--- config.mk ---
export PLATFORM = sky130hd
export DESIGN_NAME = array_linked_multimap_top
export DESIGN_NICKNAME = d
export VERILOG_FILES = /design/src/sv/alm_pkg.sv /design/src/sv/alm_nodes.sv /design/src/sv/alm_seq.sv /design/src/sv/array_linked_multimap_top.sv
export SDC_FILE = /design/constraint.sdc
export NUM_CORES = 2
export LEC_CHECK = 0
export BUFFER_PORTS_ARGS = -buffer_cell sky130_fd_sc_hd__buf_2
export CAP_MARGIN = 30
export CORE_MARGIN = 3
export CORE_UTILIZATION = 35
export DETAILED_ROUTE_END_ITERATION = 8
export PLACE_DENSITY_LB_ADDON = 0.2
export SETUP_SLACK_MARGIN = 0.02
export SYNTH_ARGS = -nofsm -noshare
export SYNTH_HDL_FRONTEND = slang
export SYNTH_SLANG_ARGS = --single-unit
--- constraint.sdc ---
create_clock -name clk -period 6.22 [get_ports clk]
set_input_delay 0.622 -clock clk [delete_from_list [all_inputs] [get_ports clk]]
set_output_delay 0.622 -clock clk [all_outputs]
set_load 0.02 [all_outputs]
--- src/sv/alm_pkg.sv ---
package alm_pkg;

  localparam int DATA_W      = 32;
  localparam int CMD_W       = 2;
  localparam int STAT_W      = 2;
  localparam int COUNT_W     = 6;
  localparam int MAX_RESULTS = 32;
  localparam int FOUND_W     = $clog2(MAX_RESULTS + 1);

  typedef enum logic [CMD_W-1:0] {
    CMD_ADD    = 2'd0,
    CMD_REMOVE = 2'd1,
    CMD_SEARCH = 2'd2
  } cmd_t;

  typedef enum logic [STAT_W-1:0] {
    ST_OK        = 2'd0,
    ST_NOT_FOUND = 2'd1,
    ST_FULL      = 2'd2
  } status_t;

  // one result transaction handed from the sequencer to the output register
  typedef struct packed {
    logic                     valid;
    status_t                  status;
    logic signed [DATA_W-1:0] value;
    logic                     last;
    logic [COUNT_W-1:0]       count;
  } res_t;

endpackage

--- src/sv/alm_nodes.sv ---
module alm_nodes #(
  parameter int  CAPACITY = 32,
  localparam int IW = $clog2(CAPACITY),
  localparam int LW = $clog2(CAPACITY) + 1
) (
  input  logic                                clk,
  input  logic                                rst,
  input  logic                                rd_en,
  input  logic [IW-1:0]                       rd_addr,
  output logic signed [alm_pkg::DATA_W-1:0]   rd_key,
  output logic signed [alm_pkg::DATA_W-1:0]   rd_value,
  output logic [LW-1:0]                       rd_next,
  output logic [LW-1:0]                       rd_prev,
  input  logic                                kv_we,
  input  logic [IW-1:0]                       kv_addr,
  input  logic signed [alm_pkg::DATA_W-1:0]   kv_key,
  input  logic signed [alm_pkg::DATA_W-1:0]   kv_value,
  input  logic                                next_we,
  input  logic [IW-1:0]                       next_addr,
  input  logic [LW-1:0]                       next_data,
  input  logic                                prev_we,
  input  logic [IW-1:0]                       prev_addr,
  input  logic [LW-1:0]                       prev_data
);
  import alm_pkg::*;

  localparam logic [LW-1:0] NIL = '1;

  logic signed [DATA_W-1:0] key_mem  [CAPACITY];
  logic signed [DATA_W-1:0] val_mem  [CAPACITY];
  logic [LW-1:0]            next_mem [CAPACITY];
  logic [LW-1:0]            prev_mem [CAPACITY];
  // link entries read as their initial chain until first written
  logic [CAPACITY-1:0]      next_ok;
  logic [CAPACITY-1:0]      prev_ok;

  logic [LW-1:0] next_raw;
  logic [LW-1:0] prev_raw;
  logic          next_ok_q;
  logic          prev_ok_q;
  logic [IW-1:0] addr_q;
  logic [LW-1:0] init_next;
  logic [LW-1:0] init_prev;

  always_ff @(posedge clk) begin
    if (kv_we) begin
      key_mem[kv_addr] <= kv_key;
      val_mem[kv_addr] <= kv_value;
    end
    if (next_we) begin
      next_mem[next_addr] <= next_data;
    end
    if (prev_we) begin
      prev_mem[prev_addr] <= prev_data;
    end
  end

  always_ff @(posedge clk) begin
    if (rst) begin
      next_ok <= '0;
      prev_ok <= '0;
    end else begin
      if (next_we) begin
        next_ok[next_addr] <= 1'b1;
      end
      if (prev_we) begin
        prev_ok[prev_addr] <= 1'b1;
      end
    end
  end

  always_ff @(posedge clk) begin
    if (rd_en) begin
      rd_key    <= key_mem[rd_addr];
      rd_value  <= val_mem[rd_addr];
      next_raw  <= next_mem[rd_addr];
      prev_raw  <= prev_mem[rd_addr];
      next_ok_q <= next_ok[rd_addr];
      prev_ok_q <= prev_ok[rd_addr];
      addr_q    <= rd_addr;
    end
  end

  always_comb begin
    init_next = (addr_q == IW'(CAPACITY - 1)) ? NIL : ({1'b0, addr_q} + LW'(1));
    init_prev = (addr_q == '0) ? NIL : ({1'b0, addr_q} - LW'(1));
  end

  assign rd_next = next_ok_q ? next_raw : init_next;
  assign rd_prev = prev_ok_q ? prev_raw : init_prev;

endmodule

--- src/sv/alm_seq.sv ---
module alm_seq #(
  parameter int  CAPACITY = 32,
  localparam int IW = $clog2(CAPACITY),
  localparam int LW = $clog2(CAPACITY) + 1
) (
  input  logic                                clk,
  input  logic                                rst,
  input  logic                                in_valid,
  output logic                                in_stall,
  input  logic [alm_pkg::CMD_W-1:0]           in_cmd,
  input  logic signed [alm_pkg::DATA_W-1:0]   in_key,
  input  logic signed [alm_pkg::DATA_W-1:0]   in_value,
  output alm_pkg::res_t                       res,
  input  logic                                res_stall,
  output logic                                rd_en,
  output logic [IW-1:0]                       rd_addr,
  input  logic signed [alm_pkg::DATA_W-1:0]   rd_key,
  input  logic signed [alm_pkg::DATA_W-1:0]   rd_value,
  input  logic [LW-1:0]                       rd_next,
  input  logic [LW-1:0]                       rd_prev,
  output logic                                kv_we,
  output logic [IW-1:0]                       kv_addr,
  output logic signed [alm_pkg::DATA_W-1:0]   kv_key,
  output logic signed [alm_pkg::DATA_W-1:0]   kv_value,
  output logic                                next_we,
  output logic [IW-1:0]                       next_addr,
  output logic [LW-1:0]                       next_data,
  output logic                                prev_we,
  output logic [IW-1:0]                       prev_addr,
  output logic [LW-1:0]                       prev_data
);
  import alm_pkg::*;

  localparam int            CW  = $clog2(CAPACITY + 1);
  localparam logic [LW-1:0] NIL = '1;

  typedef enum logic [7:0] {
    S_IDLE      = 8'b0000_0001,
    S_ADD_WR    = 8'b0000_0010,
    S_ADD_LINK  = 8'b0000_0100,
    S_WALK      = 8'b0000_1000,
    S_RM_UNLINK = 8'b0001_0000,
    S_RM_FREE   = 8'b0010_0000,
    S_EMIT      = 8'b0100_0000,
    S_SR_NEXT   = 8'b1000_0000
  } state_t;

  function automatic logic is_slot(logic [LW-1:0] x);
    return x < LW'(CAPACITY);
  endfunction

  state_t                   state, state_next;
  logic [CMD_W-1:0]         op_cmd, op_cmd_next;
  logic signed [DATA_W-1:0] op_key, op_key_next;
  logic signed [DATA_W-1:0] op_value, op_value_next;
  logic [LW-1:0]            cur, cur_next;
  logic [LW-1:0]            prev_l, prev_l_next;
  logic [LW-1:0]            next_l, next_l_next;
  logic [CW-1:0]            steps, steps_next;
  logic [FOUND_W-1:0]       n_found, n_found_next;
  logic                     pend_valid, pend_valid_next;
  logic signed [DATA_W-1:0] pend_val, pend_val_next;
  logic [LW-1:0]            free_head, free_head_next;
  logic [LW-1:0]            list_head, list_head_next;
  logic [CW-1:0]            entry_count, entry_count_next;
  status_t                  r_status, r_status_next;
  logic signed [DATA_W-1:0] r_val, r_val_next;
  logic                     r_last, r_last_next;

  logic               accept;
  logic               hit;
  logic [FOUND_W-1:0] n_new;
  logic               steps_more;
  logic               walk_more;

  assign in_stall = rst || (state != S_IDLE);
  assign accept   = in_valid && !in_stall;

  // the shared compare unit: node just read against the held key, and also the held value for a remove
  always_comb begin
    if (op_cmd == CMD_REMOVE) begin
      hit = (rd_key == op_key) && (rd_value == op_value);
    end else begin
      hit = (rd_key == op_key);
    end
    n_new      = n_found + FOUND_W'(hit);
    steps_more = steps < CW'(CAPACITY);
    walk_more  = is_slot(rd_next) && steps_more && (n_new < FOUND_W'(MAX_RESULTS));
  end

  always_comb begin
    state_next       = state;
    op_cmd_next      = op_cmd;
    op_key_next      = op_key;
    op_value_next    = op_value;
    cur_next         = cur;
    prev_l_next      = prev_l;
    next_l_next      = next_l;
    steps_next       = steps;
    n_found_next     = n_found;
    pend_valid_next  = pend_valid;
    pend_val_next    = pend_val;
    free_head_next   = free_head;
    list_head_next   = list_head;
    entry_count_next = entry_count;
    r_status_next    = r_status;
    r_val_next       = r_val;
    r_last_next      = r_last;

    rd_en     = 1'b0;
    rd_addr   = cur[IW-1:0];
    kv_we     = 1'b0;
    kv_addr   = cur[IW-1:0];
    kv_key    = op_key;
    kv_value  = op_value;
    next_we   = 1'b0;
    next_addr = cur[IW-1:0];
    next_data = list_head;
    prev_we   = 1'b0;
    prev_addr = cur[IW-1:0];
    prev_data = NIL;

    unique case (state)
      S_IDLE: begin
        if (accept) begin
          op_cmd_next     = in_cmd;
          op_key_next     = in_key;
          op_value_next   = in_value;
          pend_valid_next = 1'b0;
          n_found_next    = '0;
          r_val_next      = '0;
          r_last_next     = 1'b1;
          unique case (in_cmd) inside
            CMD_ADD: begin
              if (is_slot(free_head)) begin
                rd_en      = 1'b1;
                rd_addr    = free_head[IW-1:0];
                cur_next   = free_head;
                state_next = S_ADD_WR;
              end else begin
                r_status_next = ST_FULL;
                state_next    = S_EMIT;
              end
            end
            CMD_REMOVE, CMD_SEARCH: begin
              if (is_slot(list_head)) begin
                rd_en      = 1'b1;
                rd_addr    = list_head[IW-1:0];
                cur_next   = list_head;
                steps_next = CW'(1);
                state_next = S_WALK;
              end else begin
                r_status_next = ST_NOT_FOUND;
                state_next    = S_EMIT;
              end
            end
            default: begin
              r_status_next = ST_NOT_FOUND;
              state_next    = S_EMIT;
            end
          endcase
        end
      end

      S_ADD_WR: begin
        // new node goes in front of the old head
        kv_we            = 1'b1;
        next_we          = 1'b1;
        next_data        = list_head;
        prev_we          = 1'b1;
        prev_data        = NIL;
        free_head_next   = rd_next;
        list_head_next   = cur;
        entry_count_next = entry_count + CW'(1);
        next_l_next      = list_head;
        if (is_slot(list_head)) begin
          state_next = S_ADD_LINK;
        end else begin
          r_status_next = ST_OK;
          state_next    = S_EMIT;
        end
      end

      S_ADD_LINK: begin
        prev_we       = 1'b1;
        prev_addr     = next_l[IW-1:0];
        prev_data     = cur;
        r_status_next = ST_OK;
        state_next    = S_EMIT;
      end

      S_WALK: begin
        if (op_cmd == CMD_REMOVE) begin
          if (hit) begin
            prev_l_next = rd_prev;
            next_l_next = rd_next;
            state_next  = S_RM_UNLINK;
          end else if (walk_more) begin
            rd_en      = 1'b1;
            rd_addr    = rd_next[IW-1:0];
            cur_next   = rd_next;
            steps_next = steps + CW'(1);
          end else begin
            r_status_next = ST_NOT_FOUND;
            r_val_next    = '0;
            r_last_next   = 1'b1;
            state_next    = S_EMIT;
          end
        end else begin
          n_found_next = n_new;
          if (hit && pend_valid) begin
            // an older match exists, so the held one is not the last
            r_status_next = ST_OK;
            r_val_next    = pend_val;
            r_last_next   = 1'b0;
            pend_val_next = rd_value;
            cur_next      = rd_next;
            state_next    = S_EMIT;
          end else begin
            if (hit) begin
              pend_valid_next = 1'b1;
              pend_val_next   = rd_value;
            end
            if (walk_more) begin
              rd_en      = 1'b1;
              rd_addr    = rd_next[IW-1:0];
              cur_next   = rd_next;
              steps_next = steps + CW'(1);
            end else begin
              r_status_next = (hit || pend_valid) ? ST_OK : ST_NOT_FOUND;
              r_val_next    = hit ? rd_value : (pend_valid ? pend_val : '0);
              r_last_next   = 1'b1;
              state_next    = S_EMIT;
            end
          end
        end
      end

      S_SR_NEXT: begin
        if (is_slot(cur) && steps_more && (n_found < FOUND_W'(MAX_RESULTS))) begin
          rd_en      = 1'b1;
          rd_addr    = cur[IW-1:0];
          steps_next = steps + CW'(1);
          state_next = S_WALK;
        end else begin
          r_status_next = ST_OK;
          r_val_next    = pend_val;
          r_last_next   = 1'b1;
          state_next    = S_EMIT;
        end
      end

      S_RM_UNLINK: begin
        if (is_slot(prev_l)) begin
          next_we   = 1'b1;
          next_addr = prev_l[IW-1:0];
          next_data = next_l;
        end else begin
          list_head_next = next_l;
        end
        if (is_slot(next_l)) begin
          prev_we   = 1'b1;
          prev_addr = next_l[IW-1:0];
          prev_data = prev_l;
        end
        state_next = S_RM_FREE;
      end

      S_RM_FREE: begin
        // freed slot goes on top of the free list
        next_we        = 1'b1;
        next_data      = free_head;
        free_head_next = cur;
        if (entry_count != '0) begin
          entry_count_next = entry_count - CW'(1);
        end
        r_status_next = ST_OK;
        r_val_next    = '0;
        r_last_next   = 1'b1;
        state_next    = S_EMIT;
      end

      S_EMIT: begin
        if (!res_stall) begin
          state_next = r_last ? S_IDLE : S_SR_NEXT;
        end
      end

      default: begin
        state_next = S_IDLE;
      end
    endcase
  end

  always_ff @(posedge clk) begin
    if (rst) begin
      state       <= S_IDLE;
      free_head   <= '0;
      list_head   <= NIL;
      entry_count <= '0;
      pend_valid  <= 1'b0;
    end else begin
      state       <= state_next;
      free_head   <= free_head_next;
      list_head   <= list_head_next;
      entry_count <= entry_count_next;
      pend_valid  <= pend_valid_next;
    end
  end

  always_ff @(posedge clk) begin
    op_cmd   <= op_cmd_next;
    op_key   <= op_key_next;
    op_value <= op_value_next;
    cur      <= cur_next;
    prev_l   <= prev_l_next;
    next_l   <= next_l_next;
    steps    <= steps_next;
    n_found  <= n_found_next;
    pend_val <= pend_val_next;
    r_status <= r_status_next;
    r_val    <= r_val_next;
    r_last   <= r_last_next;
  end

  always_comb begin
    res.valid  = (state == S_EMIT);
    res.status = r_status;
    res.value  = r_val;
    res.last   = r_last;
    res.count  = COUNT_W'(entry_count);
  end

  a_count_bound: assert property (@(posedge clk) disable iff (rst)
    entry_count <= CW'(CAPACITY))
    else $error("entry count above capacity");

  a_free_empty_full: assert property (@(posedge clk) disable iff (rst)
    !is_slot(free_head) |-> entry_count == CW'(CAPACITY))
    else $error("free list empty while table not full");

  // the count drops in the cycle after the unlink, so only this direction holds
  a_head_empty: assert property (@(posedge clk) disable iff (rst)
    (entry_count == '0) |-> !is_slot(list_head))
    else $error("list head and entry count disagree");

  a_multi_only_search: assert property (@(posedge clk) disable iff (rst)
    res.valid && !res.last |-> op_cmd == CMD_SEARCH)
    else $error("non-final result outside a search");

  a_busy_after_accept: assert property (@(posedge clk) disable iff (rst)
    accept |=> in_stall)
    else $error("input taken again before the transaction finished");

endmodule

--- src/sv/array_linked_multimap_top.sv ---
// Key/value table of CAPACITY pairs kept as a doubly linked list in node memory, newest
// pair at the head, unused slots on a free list. One transaction is worked at a time and
// in_stall stays high until its last result has moved into the output register. A node
// memory read is registered and the list walk reads one node per cycle, pausing while a
// search hands out each found value after the first: add reads the free head, writes
// the node and, on a non-empty list, links the old head back to it; full and unknown
// commands go straight to the result; remove walks to the match, then unlinks and frees
// it; search walks the stored nodes. Each result waits as long as out_stall holds the
// output register. Results of a search come newest first, the final one with last set.
module array_linked_multimap_top #(
  parameter int CAPACITY = 32
) (
  input  logic                              clk,
  input  logic                              rst,
  input  logic                              in_valid,
  output logic                              in_stall,
  input  logic [alm_pkg::CMD_W-1:0]         cmd,
  input  logic signed [alm_pkg::DATA_W-1:0] key,
  input  logic signed [alm_pkg::DATA_W-1:0] value,
  output logic                              out_valid,
  input  logic                              out_stall,
  output logic [alm_pkg::STAT_W-1:0]        status,
  output logic signed [alm_pkg::DATA_W-1:0] found_value,
  output logic                              last,
  output logic [alm_pkg::COUNT_W-1:0]       count
);
  import alm_pkg::*;

  localparam int IW = $clog2(CAPACITY);
  localparam int LW = $clog2(CAPACITY) + 1;

  res_t                     res;
  res_t                     out_res;
  logic                     res_stall;
  logic                     rd_en;
  logic [IW-1:0]            rd_addr;
  logic signed [DATA_W-1:0] rd_key;
  logic signed [DATA_W-1:0] rd_value;
  logic [LW-1:0]            rd_next;
  logic [LW-1:0]            rd_prev;
  logic                     kv_we;
  logic [IW-1:0]            kv_addr;
  logic signed [DATA_W-1:0] kv_key;
  logic signed [DATA_W-1:0] kv_value;
  logic                     next_we;
  logic [IW-1:0]            next_addr;
  logic [LW-1:0]            next_data;
  logic                     prev_we;
  logic [IW-1:0]            prev_addr;
  logic [LW-1:0]            prev_data;

  alm_seq #(.CAPACITY(CAPACITY)) u_seq (
    .clk       (clk),
    .rst       (rst),
    .in_valid  (in_valid),
    .in_stall  (in_stall),
    .in_cmd    (cmd),
    .in_key    (key),
    .in_value  (value),
    .res       (res),
    .res_stall (res_stall),
    .rd_en     (rd_en),
    .rd_addr   (rd_addr),
    .rd_key    (rd_key),
    .rd_value  (rd_value),
    .rd_next   (rd_next),
    .rd_prev   (rd_prev),
    .kv_we     (kv_we),
    .kv_addr   (kv_addr),
    .kv_key    (kv_key),
    .kv_value  (kv_value),
    .next_we   (next_we),
    .next_addr (next_addr),
    .next_data (next_data),
    .prev_we   (prev_we),
    .prev_addr (prev_addr),
    .prev_data (prev_data)
  );

  alm_nodes #(.CAPACITY(CAPACITY)) u_nodes (
    .clk       (clk),
    .rst       (rst),
    .rd_en     (rd_en),
    .rd_addr   (rd_addr),
    .rd_key    (rd_key),
    .rd_value  (rd_value),
    .rd_next   (rd_next),
    .rd_prev   (rd_prev),
    .kv_we     (kv_we),
    .kv_addr   (kv_addr),
    .kv_key    (kv_key),
    .kv_value  (kv_value),
    .next_we   (next_we),
    .next_addr (next_addr),
    .next_data (next_data),
    .prev_we   (prev_we),
    .prev_addr (prev_addr),
    .prev_data (prev_data)
  );

  // output register: a finished result waits here while the sequencer moves on
  assign res_stall = out_valid && out_stall;

  always_ff @(posedge clk) begin
    if (rst) begin
      out_valid <= 1'b0;
    end else if (res.valid && !res_stall) begin
      out_valid <= 1'b1;
    end else if (!out_stall) begin
      out_valid <= 1'b0;
    end
  end

  always_ff @(posedge clk) begin
    if (res.valid && !res_stall) begin
      out_res <= res;
    end
  end

  assign status      = out_res.status;
  assign found_value = out_res.value;
  assign last        = out_res.last;
  assign count       = out_res.count;

endmodule
; ---- Word level (Yosys, flattened, before mapping)
; Memories as Yosys holds them, arrays and structs flattened. A register that Yosys moved wholly into a read port is not among the register bits.
; Index checks and enable logic that the tools add are counted.
[op_classes]
addsub = 6
order_cmp = 14
n_eq_ne = 38
muxes = 132
bitwise_logic = 3
n_reduce_logical = 44
[ops]
columns = cell, n
row1 = $mux W32, 11
row2 = $mux W6, 27
row3 = $pmux W32 S4, 1
row4 = $pmux W6 S2, 9
row5 = $eq A32 B32 Y1, 2
row6 = $or A32 B32 Y32, 2
row7 = $mux W8, 7
row8 = $pmux W8 S7, 1
row9 = $lt A6 B6 Y1 const B, 9
row10 = $mux W5, 10
row11 = $mux W1, 35
row12 = $pmux W5 S2, 3
row13 = $mux W7, 4
row14 = $mux W2, 10
row15 = $lt A5 B6 Y1 const B, 3
row16 = $ne A3 B3 Y1 const B, 6
row17 = $pmux W6 S3, 1
row18 = $pmux W8 S2, 1
row19 = $ne A2 B1 Y1 const B, 7
row20 = $ne A2 B2 Y1 const B, 7
row21 = $add A6 B1 Y6 const B, 2
row22 = $reduce_and A3 Y1, 4
row23 = $reduce_and A6 Y1, 2
row24 = $logic_and A1 B1 Y1, 11
row25 = 41 further kinds, 62
[totals]
ff_bits = 303
ramBits = 2432
in_bits = 70
out_inout_bits = 43
elab_cells = 268
memories = 4
[memory_table]
columns = name, words, width, read_ports, rd_ports_with_merged_regs, write_ports, line_no
row1 = u_nodes.key_mem, 32, 32, 1, 1, 1, alm_nodes.sv:29  ; logic signed [DATA_W-1:0] key_mem [CAPACITY];
row2 = u_nodes.val_mem, 32, 32, 1, 1, 1, alm_nodes.sv:30  ; logic signed [DATA_W-1:0] val_mem [CAPACITY];
row3 = u_nodes.next_mem, 32, 6, 1, 1, 1, alm_nodes.sv:31  ; logic [LW-1:0] next_mem [CAPACITY];
row4 = u_nodes.prev_mem, 32, 6, 1, 1, 1, alm_nodes.sv:32  ; logic [LW-1:0] prev_mem [CAPACITY];

; ---- Logic depth before layout (Yosys ltp)
[logic_depth]
ltp_word = 12
depth_mapped = 23
mapped_depth_nobuf = 18

; ---- Modules after synthesis
; Synthesis repeated with hierarchy kept, for this count alone.
[hier_totals]
cells_unflattened = 5637
hier_area_um2 = 108525.3
[by_module_without_submodules]
columns = mod, n_inst, cells_each, area_each_um2, seq_area_each_um2
row1 = alm_nodes, 1, 4853, 98290.5, 76803.7
row2 = alm_seq, 1, 738, 8957.3, 5435.2
row3 = array_linked_multimap_top, 1, 46, 1277.5, 1251.2

; ---- Least setup slack after synthesis
; OpenSTA, ideal clock, no wires.
[synth_timing]
kind = reg2reg
startpoint = register u_seq.op_key[14] (netlist: u_seq.kv_key[14])
endpoint = register u_seq.r_val[0] (enable)
setup_ps = 470
t_arrival_ps = 5405
required_time_ps = 5750
slack_ps = 345
stages_incl_launch_ff = 14
path_buffers = 2
synth_period_minus_slack_ps = 5875
cell_sequence = edfxtp_1 -> xor2_1 -> nor4_1 -> nand4_1 -> or2_0 -> clkbuf_1 -> nor2_2 -> ha_1 -> nand3_1 -> nor3_1 -> or4_1 -> buf_2 -> nor2_1 -> a21boi_0
[synth_between]
elab_chain_len = 8
elab_cells_between_ends = 11
classes_between = add/sub (1) / order compare (1) / eq/ne (4) / mux (1) / reduce/logical (4)
[synth_lines]
columns = item, line_no
row1 = "start, declared", alm_seq.sv:54  ; logic signed [DATA_W-1:0] op_key, op_key_next;
row2 = "start signal, assigned", alm_seq.sv:313  ; op_key <= op_key_next;
row3 = $eq A32 B32 Y1 *, "alm_seq.sv:82, alm_seq.sv:84"
row4 = $logic_and A1 B1 Y1, alm_seq.sv:82  ; hit = (rd_key == op_key) && (rd_value == op_value);
row5 = $mux W1 *, alm_seq.sv:81  ; if (op_cmd == CMD_REMOVE) begin
row6 = $add A6 B1 Y6, alm_seq.sv:86  ; n_new = n_found + FOUND_W'(hit);
row7 = $lt A6 B6 Y1, alm_seq.sv:88  ; walk_more = is_slot(rd_next) && steps_more && (n_new < FOUND_W'(MAX_RESULTS));
row8 = $logic_and A1 B1 Y1, alm_seq.sv:88
row9 = $ne A3 B3 Y1 (no line), -
row10 = $reduce_and A6 Y1 (no line) *, -
row11 = "end signal, assigned", alm_seq.sv:322  ; r_val <= r_val_next;
row12 = "end, declared", alm_seq.sv:67  ; logic signed [DATA_W-1:0] r_val, r_val_next;
; Mark *: on every way between the ends. The rest lies on a longest branch, timed or not.
; A chain may end at the register's enable or synchronous reset.

; ---- Worst setup path in the final report
[layout_timing]
startpoint = register u_seq.op_key[7] (netlist: u_seq.kv_key[7])
endpoint = register u_nodes.rd_value[20] (netlist bit), read port of u_nodes.val_mem, data pin
[layout_between]
elab_chain_len = 10
elab_cells_between_ends = 17
classes_between = add/sub (1) / order compare (1) / eq/ne (1) / mux (11) / reduce/logical (3)
[layout_lines]
columns = item, line_no
row1 = $eq A32 B32 Y1 *, "alm_seq.sv:82, alm_seq.sv:84"
row2 = $logic_and A1 B1 Y1, alm_seq.sv:82
row3 = $mux W1 *, alm_seq.sv:81
row4 = $add A6 B1 Y6, alm_seq.sv:86
row5 = $lt A6 B6 Y1, alm_seq.sv:88
row6 = $logic_and A1 B1 Y1, alm_seq.sv:88
row7 = $mux W1 / $mux W5 (equally long branches), "alm_seq.sv:198, alm_seq.sv:224"
row8 = "$mux W1, or another cell as far along", alm_seq.sv:211  ; if (hit && pend_valid) begin
row9 = $mux W1 / $mux W5 (equally long branches), alm_seq.sv:193  ; if (op_cmd == CMD_REMOVE) begin
row10 = $pmux W1 S3 / $pmux W5 S2 (equally long branches), alm_seq.sv:123  ; unique case (state)
row11 = "end, declared", alm_nodes.sv:11  ; output logic signed [alm_pkg::DATA_W-1:0] rd_value,
; Marked as above.

==> metrics.md <==
| Metric | Value |
|---|---|
| Status | `complete, no violations` |
| DRT Pass-1 Iters | `6` |
| Critical path class | `register to register` |
| VDD IR-drop max | `0.000227 V` |
| Placement Cell Area | `between 100,000 and 150,000 um^2` |
| Crit path time final | `6.09 ns` |
| Synthesized cell area | `110,000 um^2` |
| Max Cap Viol | `0` |
| Max Slew Vio Count | `0` |
| DRT antenna net count | `0` |
| Critical path arrival | `6.66 ns` |
| Sequential share of power | `0.474` |
| Hpwl dp | `about 220 mm` |
| Hold Slack | `slightly above 0.05 ns` |
| Number of global-route vias before repair | `67.3k` |
| H-tree Lvls | `5` |
| Num rows | `between 200 and 250` |
| CTS Buf Count | `306` |
| Required @ worst endpoint | `6.79 ns` |
| Count of cell types in the netlist | `81` |
| Clock sink total | `roughly 2.8k` |
| Final nets | `8,565` |
| Layout cells sized above 1 | `0.155` |
| Vias per cell | `5.56` |
| Slew HR | `0.211` |
| Largest net degree at the start of global routing | `between 70 and 80` |
| Gate power share | `0.134` |
| Routability cong. | `0.868` |
| Slew of the pin with the lowest slew margin | `1.17 ns` |
| Area grow syn2layout | `20.3%` |
| IO Port Bufs | `112` |
| Crit path max fanout | `5` |
| Startpoint class of the critical path | `register` |
| CTS tree | `done` |
| Switching portion of total power | `0.254` |
| Net Switching | `approximately 11 mW` |
| Int Power | `33.2 mW` |
| PwrDens | `roughly 340 nW/um^2` |
| Max Fclk | `0.164 GHz` |
| Yosys top cell by area | `edfxtp_1` |
| Wire length per cell | `29.2 um` |
| Register area share after synthesis | `0.762` |
| RSZ-0062 raised after global routing | `true` |
| Clk_lat worst skew | `0.88 ns` |
| Avg Cell Area, Syn | `14.1 um^2` |
| IO Pins | `113` |
| Setup_tns | `0 ns` |
| Yosys warning total | `0` |
| Total design power | `44.5 mW` |
| R2r setup slk | `approximately 0.13 ns` |
| Core area | `310,000 um^2` |
| Clk pwr share | `0.392` |
| Mapped Nets | `7,843` |
| Worst clock skew | `0.0698 ns` |
| Fin crit share | `0.979` |
| Final hold viol count | `0` |
| Final setup fails | `0` |
| Main area contributors after synthesis | `edfxtp_1 (74%), nand2_1 (6.9%), mux2i_1 (2.8%)` |
| Antenna violations before repair | `14` |
| Most used DFF post-synth | `edfxtp_1` |
| Drt first-iter violations | `8,881` |
| Post-route cell area | `about 130,000 um^2` |
| GRT overflow | `0` |
| Die X | `roughly 570 um` |
| Yosys top cell area share | `0.745` |
| Leakage | `roughly 45 nW` |
| EDFF count, synth | `2,719` |
| Max clock buf depth | `4` |
| Hold Crit Class | `input port to register` |
| DIE HEIGHT | `566 um` |
| Die area | `320,000 um^2` |
| Routed WL | `375 mm` |
| CTS root buffer | `clkbuf_16` |
| Syn Inst Count | `between 7k and 8k` |
| Async SR Flop Fraction | `0` |
| #FFs+latches synth | `about 2.8k` |
| # DRC | `0` |
| Total number of vias | `just over 70k` |
| Final core occ | `0.425` |
| Worst-path clk slew | `roughly 0.06 ns` |
| Crit end category | `register` |
| Initial Util | `0.353` |
| GRT Util Overall | `0.228` |
| Global-route wire length before repair | `522 mm` |
==> cell type report <==
cell class,instances,area [um^2]
Multi-Input combinational cell,4455,24400
Clock inverter,156,1300
Timing Repair inverter,1,8.76
Clock buffer,383,8150
Antenna cell,3,7.51
Inverter,27,134
Fill cell,28100,179000
Timing Repair Buffer,881,9250
Tap cell,4120,5150
Sequential cell,2811,83500
==> worst max-delay path, cell delays in order, from the launching register on <==
cell,delay (ns)
edfxtp_1,0.56
xor2_1,0.23
nor4_1,0.31
buf_4,0.17
nand4_1,0.19
or2_4,0.34
buf_4,0.16
nor2_2,0.16
ha_1,0.21
nand3_1,0.11
o21a_1,0.20
buf_4,0.15
nor4_4,0.20
buf_4,0.18
nand2_1,0.09
a31oi_1,0.28
buf_4,0.21
mux2_2,0.33
and2_1,0.19
inv_1,0.14
nor2_2,0.08
buf_12,0.14
nand2_2,0.12
buf_4,0.22
buf_4,0.15
a21oi_1,0.06
nor4b_4,0.58
==> path summary, 6_finish.rpt <==
| path | startpoint | to | cells after the start |
|---|---|---|---|
| setup / recovery | u_seq.kv_key[7] | u_nodes.rd_value[20] | 26 |
| hold / removal | key[16] | u_seq.kv_key[16] | 1 |
| setup reg to reg | u_seq.kv_key[7] | u_nodes.rd_value[20] | 26 |
| hold reg to reg | u_seq.r_val[25] | found_value[25] | 0 |
==> sequential cells by signal, indices dropped and copies added (netlist names), 8 cells and up <==
register and cells:
u_nodes.key_mem 1024, u_nodes.val_mem 1024, u_nodes.next_mem 192, u_nodes.prev_mem 192, found_value 32, u_nodes.next_ok 32
u_nodes.prev_ok 32, u_nodes.rd_key 32, u_nodes.rd_value 32, u_seq.kv_key 32, u_seq.kv_value 32, u_seq.pend_val 32
u_seq.r_val 32, u_seq.state 8
==> placed cells by master, fill, tap and decap left out, drive strengths merged, types with 6 or more instances in the layout <==
cell         synthesis  routed
a211oi               8       8
a21oi              195     195
a222oi               6       6
a22o                35      35
a22oi               10      10
a311oi              11      11
a31oi              233     233
a32oi              207     207
and2                 7       7
and3               118     118
buf                312     825
bufinv               0      18
clkbuf             156     387
clkinv               1     125
clkinvlp             0       8
dfxtp               92      92
dlygate4sd3          0      52
edfxtp            2719    2719
ha                  11      11
inv                 26      33
mux2                 7       7
mux2i              314     314
nand2             2005    2005
nand2b              14      14
nand3              428     428
nand4               35      35
nor2               278     278
nor2b               14      14
nor3                25      25
nor4               119     119
nor4b               12      12
o21a                 6       6
o21ai               50      50
o22ai              137     137
o311ai              10      10
or2                  9       9
or3                 10      10
or4                 11      11
xnor2               40      40
xor2                38      38
==> cells in the mapped netlist (5+ instances only) <==
master and n:
edfxtp_1 2719, nand2_1 2004, nand3_1 426, mux2i_1 312, nor2_1 273, a31oi_1 233, buf_2 211, a32oi_1 207
a21oi_1 194, clkbuf_1 156, o22ai_1 137, and3_1 118, nor4_1 118, dfxtp_1 92, buf_4 55, o21ai_0 48
buf_1 44, xnor2_1 40, xor2_1 38, a22o_1 35, nand4_1 35, nor3_1 23, inv_1 22, nand2b_1 14
nor2b_1 14, nor4b_1 12, ha_1 11, a22oi_1 10, a311oi_1 10, or3_1 10, or4_1 10, a211oi_1 8
o311ai_1 8, and2_1 7, mux2_2 7, or2_2 7, a222oi_1 6, o21a_1 6, o211ai_1 5, o21ba_2 5
o221ai_1 5
==> routing by layer <==
layer  track usage  vias up  part of all wire
met4        0.0626        2             0.030
met1         0.334    36800              0.43
met2         0.356     3328              0.45
met3        0.0322      566             0.081
li1              -    30600                 -
met5             0        -          0.000029
==> logic make-up after synthesis <==
logic type,synth area share
AOI/OAI and AO/OA,0.0590
buffers and inverters,0.0214
xor gates and xnor gates,0.00623
adders and majority gates,0.00144
muxes,0.0295
DFF,0.762
and+or+nand+nor,0.121
==> power groups by stage <==
stage / Clock, mW / Sequential, mW / Combinational [mW]
3_3_place_gp: 0 / 21.5 / 5.68
3_5_place_dp: 0 / 21.5 / 5.73
2_1_floorplan: 0 / 21.5 / 3.18
4_1_cts: 17.7 / 21.1 / 5.84
5_1_grt: 18.5 / 21.1 / 6.38
6_report: 17.5 / 21.1 / 5.95
==> per-stage QoR <==
stage	setup WS, ns	cells
final	0.129	12800
after detailed placement	-0.681	12200
after floorplan	0.345	7761
after CTS	0.0206	12800
after global routing	-0.0373	12800
after global placement	-1.32	12200
==> timing repair <==
action | in CTS | in global routing
cloned | 1 | 4
hold endpoints to repair | 52 | 0
setup endpoints to repair | 65 | 26
resized for setup | 21 | 21
setup buffers | 4 | 4
hold buffers | 52 | 0
pin swaps | 2 | 3
Power figures use the tool's default switching activity.
